### config.mk
export PLATFORM = sky130hd
export DESIGN_NAME = mvnld_ram
export DESIGN_NICKNAME = d
export VERILOG_FILES = /design/src/assert_macros.svh /design/src/mvnld_ram.sv
export SDC_FILE = /design/constraint.sdc
export NUM_CORES = 1
export LEC_CHECK = 0
export BUFFER_PORTS_ARGS = -buffer_cell sky130_fd_sc_hd__buf_2
export CORE_MARGIN = 2
export CORE_UTILIZATION = 45
export DETAILED_ROUTE_END_ITERATION = 6
export PLACE_DENSITY = 0.63
export SYNTH_ARGS = -nofsm -noshare
export SYNTH_HDL_FRONTEND = slang
export SYNTH_SLANG_ARGS = --single-unit
### constraint.sdc
create_clock -name clk -period 4.2 [get_ports clk]
set_input_delay 0.84 -clock clk [delete_from_list [all_inputs] [get_ports clk]]
set_output_delay 0.84 -clock clk [all_outputs]
set_load 0.1 [all_outputs]
### src/assert_macros.svh
// Assertion macros used by the top-level RTL file of the density block.
`ifndef ASSERT_MACROS_SVH
`define ASSERT_MACROS_SVH

// Clocked check, held off while reset is asserted.
`define ASSERT_CLK(lbl, prop, msg) \
	lbl: assert property (@(posedge clk) disable iff (!arst_n) (prop)) else $error(msg);

// Clocked check that a condition never occurs.
`define ASSERT_NEVER(lbl, cond, msg) \
	lbl: assert property (@(posedge clk) disable iff (!arst_n) !(cond)) else $error(msg);

`endif

### src/mvnld_ram.sv
// Generic simple dual-port RAM: one write port, one registered read port.
`default_nettype none

module mvnld_ram #(
	parameter int WIDTH = 32,
	parameter int DEPTH = 16
) (
	input wire logic clk,
	input wire logic wr_en,
	input wire logic [((DEPTH > 1) ? $clog2(DEPTH) : 1)-1:0] wr_addr,
	input wire logic [WIDTH-1:0] wr_data,
	input wire logic [((DEPTH > 1) ? $clog2(DEPTH) : 1)-1:0] rd_addr,
	output logic [WIDTH-1:0] rd_data
);

	logic [WIDTH-1:0] mem_q [DEPTH];
	logic [WIDTH-1:0] rd_data_q;

	// Write port
	always_ff @(posedge clk) begin
		if (wr_en) begin
			mem_q[wr_addr] <= wr_data;
		end
	end

	// Registered read port
	always_ff @(posedge clk) begin
		rd_data_q <= mem_q[rd_addr];
	end

	assign rd_data = rd_data_q;

endmodule

`default_nettype wire

---- Word level (Yosys, flattened, before mapping) ----
Memory sizes are Yosys's and may differ from the RTL's. A register that Yosys moved wholly into a read port is not among the register bits.
Cells that the tools add are included.
storage, ports and cells
  RAM bits ................................ 512
  memories ................................ 1
  bits in read-only memories .............. 0
  logic and storage cells ................. 3
  register bits ........................... 0
  bits in latches ......................... 0
operators by class
  mux-type cells .......................... 2
  equal/unequal tests ..................... 0
  magnitude comparators ................... 0
  $add $sub $neg .......................... 0
  $mul .................................... 0
  bitwise operators ....................... 0
  reductions and logical operators ........ 0
  shift-type cells ........................ 0
  divide/modulo/power cells ............... 0
memories
  memory  depth  width  rd ports  clocked after memory_dff  write ports  line             source
  mem_q   16     32     1         1                         1            mvnld_ram.sv:16  logic [WIDTH-1:0] mem_q [DEPTH];
operator list
  kind               count
  two-way mux 1 bit  2

---- Depth between registers and ports, before layout ----
  depth after elaboration ................. 2
  gate-level depth with buffers ........... 5

---- Worst setup path before layout ----
No wires, ideal clock.
  path kind ............................... input -> register
  start point ............................. input wr_addr[2] (netlist bit)
  end point ............................... memory mem_q[0][0], enable pin
  setup time .............................. 461 ps
  stages .................................. 2
  arrival time ............................ 3558 ps
  setup slack ............................. 180 ps
  required time ........................... 3739 ps
  cells stage by stage .................... or3b_2 -> nor3_1
RTL lines
  element          line             source
  start, declared  mvnld_ram.sv:10  input wire logic [((DEPTH > 1) ? $clog2(DEPTH) : 1)-1:0] wr_addr,
  end, declared    mvnld_ram.sv:16
No word-level cell before the write port.

---- Worst setup path in the final report ----
  start point ............................. register rd_data_q[2], in the netlist rd_data[2] (read register of mem_q)
  end point ............................... output rd_data[2]
RTL lines
  element          line             source
  start, declared  mvnld_ram.sv:17  logic [WIDTH-1:0] rd_data_q;
  end, declared    mvnld_ram.sv:13  output logic [WIDTH-1:0] rd_data
No word-level cell between the ends.

==> impl_metrics.tcl <==
set metrics [dict create \
    run_status "finished clean" \
    arrival_ns 1.52 \
    maxSlewViolCount 0 \
    rsz0062_at_grt "no" \
    fin_nets 1001 \
    drive_above_1_share_pct 33.8 \
    slew_headroom_pct 30.7 \
    dp_cells 1488 \
    fp.coreArea_um2 43300 \
    ir_drop_mv 0.302 \
    pre_cts_ws_ns 1.29 \
    worstMarginPinSlew_ns 1.04 \
    synthXorXnorAreaFrac_pct 0 \
    cpLargestDelayFamily "buffers and inverters" \
    portBuffers 73 \
    crit_chain "buf_2" \
    post_drt_wl_per_cell_um 25.3 \
    tns_ns 0 \
    final_common_cell "edfxtp_1" \
    n_fill_cell 3293 \
    setup.worst_path.start "rd_data[2]" \
    worstSetupEndpointType "output port" \
    fin_crit_sh_pct 56.1 \
    layout_common_cells "512 x edfxtp_1, 128 x mux4_2, 71 x buf_2" \
    drv_cap 0 \
    finish.utilization_pct 53.2 \
    hold_viol 0 \
    clock_path_buffers 3 \
    yosysSeqAreaShare_pct 80.7 \
    grt_pass1_vias 9392 \
    clkSinkCount 544 \
    top_usage_layer "met2" \
    clk-insertion-delay-late_ns 0.59 \
    setup_viol 0 \
    path_buf_inv 1 \
    hold_path_class "in2reg" \
    dieArea_um2 45800 \
    grt_max_degree 54 \
    drc 0 \
    slowest_delay_ns 0.48 \
    ios 74 \
    p_int_w 0.00928 \
    cp_slowest_cell "buf_2" \
    leakage_nw 7.43 \
    routed-via-count 8957 \
    hp-start "wr_data[8]" \
    layout_min_cycle_time_ns 2.36 \
    grt_pass1_wl_um 60700 \
    grt.total_usage_pct 17.9 \
    synth_cell_type_count 18 \
    crit_required_ns 3.36 \
    crit_fanout 2 \
    synth_nets 880 \
    synth_seq_cells 544 \
    die_x_um 214 \
    synthSimpleGateAreaFrac_pct 1.27 \
    synthesis.area_um2 19900 \
    area_growth_pct 16.0 \
    synth.avg_cell_area_um2 23.7 \
    cts_resized 0 \
    start_util_pct 45.9 \
    cts_tree "yes" \
    cp-start-kind "register" \
    holdWs_ns 0.625 \
    drtPass1Iterations 5 \
    p_seq_share_pct 51.5 \
    post-cts-setup-buffers 0 \
    r2r_start "mem_q[3][15]" \
    viasPerCell 5.64 \
    synth_top_family_by_area "multiplexers" \
    syn_inst 838 \
    h-tree-depth 2 \
    ys_warn_count 0 \
    synth_compound_area_share_pct 2.42 \
    antenna_found_initial 2 \
    die_h_um 214 \
    gp_congestion 0.719 \
    grt_overflow 0 \
    hpwl_um 22700 \
    dr.first_iter.drc_count 790 \
    fmax_mhz 424 \
    wirelength_um 40200 \
    numCtsBuffers 54 \
    skew_ns 0.0160 \
    synth-adder-area-share_pct 0 \
    core.rowCount 76 \
    comb_power_share_pct 6.6 \
    path_clk_slew_ns 0.06 \
    p_clk_share_pct 41.9 \
    synth.area.mux_share_pct 14.5 \
    fin_ws_ns 1.84 \
    use_met2_pct 28.4 \
    ant_nets 0 \
    use_met1_pct 25.6 \
    use_met3_pct 3.67 \
    p_sw_w 0.00258 \
    p_per_area_nw_per_um2 515 \
    root_buffer "clkbuf_16" \
    path_class "reg2out" \
    postCtsHoldBufs 0 \
    sw_frac_of_total_pct 21.8 \
    stdcell_count 1588 \
]
[metrics by stage]
stage               area [µm²]  total power [W]
global placement         21200          0.00700
finish                   23000           0.0119
CTS                      23000           0.0120
detailed placement       21200          0.00702
global route             23000           0.0122
floorplan                19900          0.00677
[cells by family (layout without fill, tap and decap cells)]
family	Yosys count	after routing
other cells	0	1
mux	128	128
flops	544	544
simple gates	59	59
buf+inv	43	207
compound gates	64	64
[cell type report]
cell class / instances / area (µm²) / share of cell area [%]
Sequential cell: 544 / 16000 / 69.6
Multi-Input combinational cell: 251 / 3750 / 16.3
Clock buffer: 75 / 1500 / 6.52
Tap cell: 585 / 732 / 3.18
Timing Repair Buffer: 108 / 677 / 2.94
Clock inverter: 24 / 349 / 1.52
Antenna cell: 1 / 2.50 / 0.0109
[cells in the mapped netlist]
cell type	number	area share, %
edfxtp_1	512	77
mux4_2	128	15
a22oi_1	64	2.4
nand2_1	33	0.62
dfxtp_1	32	3.2
clkbuf_1	17	0.32
nor2_1	13	0.25
buf_4	11	0.42
buf_1	9	0.17
buf_2	4	0.10
nor3_1	4	0.10
buf_6	2	0.11
nand2b_1	2	0.063
nand3b_1	2	0.076
nor2b_1	2	0.063
and2_1	1	0.032
nand3_1	1	0.025
or3b_2	1	0.044
[worst register-to-register path: stages (launching register included)]
cell and delay [ns]:
edfxtp_1 0.38, mux4_2 0.47, a22oi_1 0.27, nand2_1 0.15
[sequential cells by signal, indices dropped and copies added (netlist names)]
signal / flops
rd_data: 32
mem_q: 512
[power groups by stage]
stage                     Clock [W]  Combinational (W)  Sequential [W]
after global routing        0.00527           0.000831         0.00611
after CTS                   0.00506           0.000796         0.00611
after global placement            0           0.000787         0.00622
after detailed placement          0           0.000795         0.00622
final                       0.00497           0.000784         0.00610
after floorplan                   0           0.000291         0.00648
[path summary, 6_finish.rpt]
path	slack (ns)	to	cells after the start
worst min-delay path	0.62	mem_q[9][8]	1
worst max-delay path	1.84	rd_data[2]	1
worst min register to register	0.66	rd_data[4]	3
worst max register to register	2.78	rd_data[15]	3
[per-layer routing]
layer,routed length (µm),part of all wire [%],up-vias
met5,0,0,-
met4,644,1.6,0
met3,2140,5.3,57
met2,19300,48,235
met1,18100,45,4839
li1,-,-,3826
(Power assumes the default switching activity.)
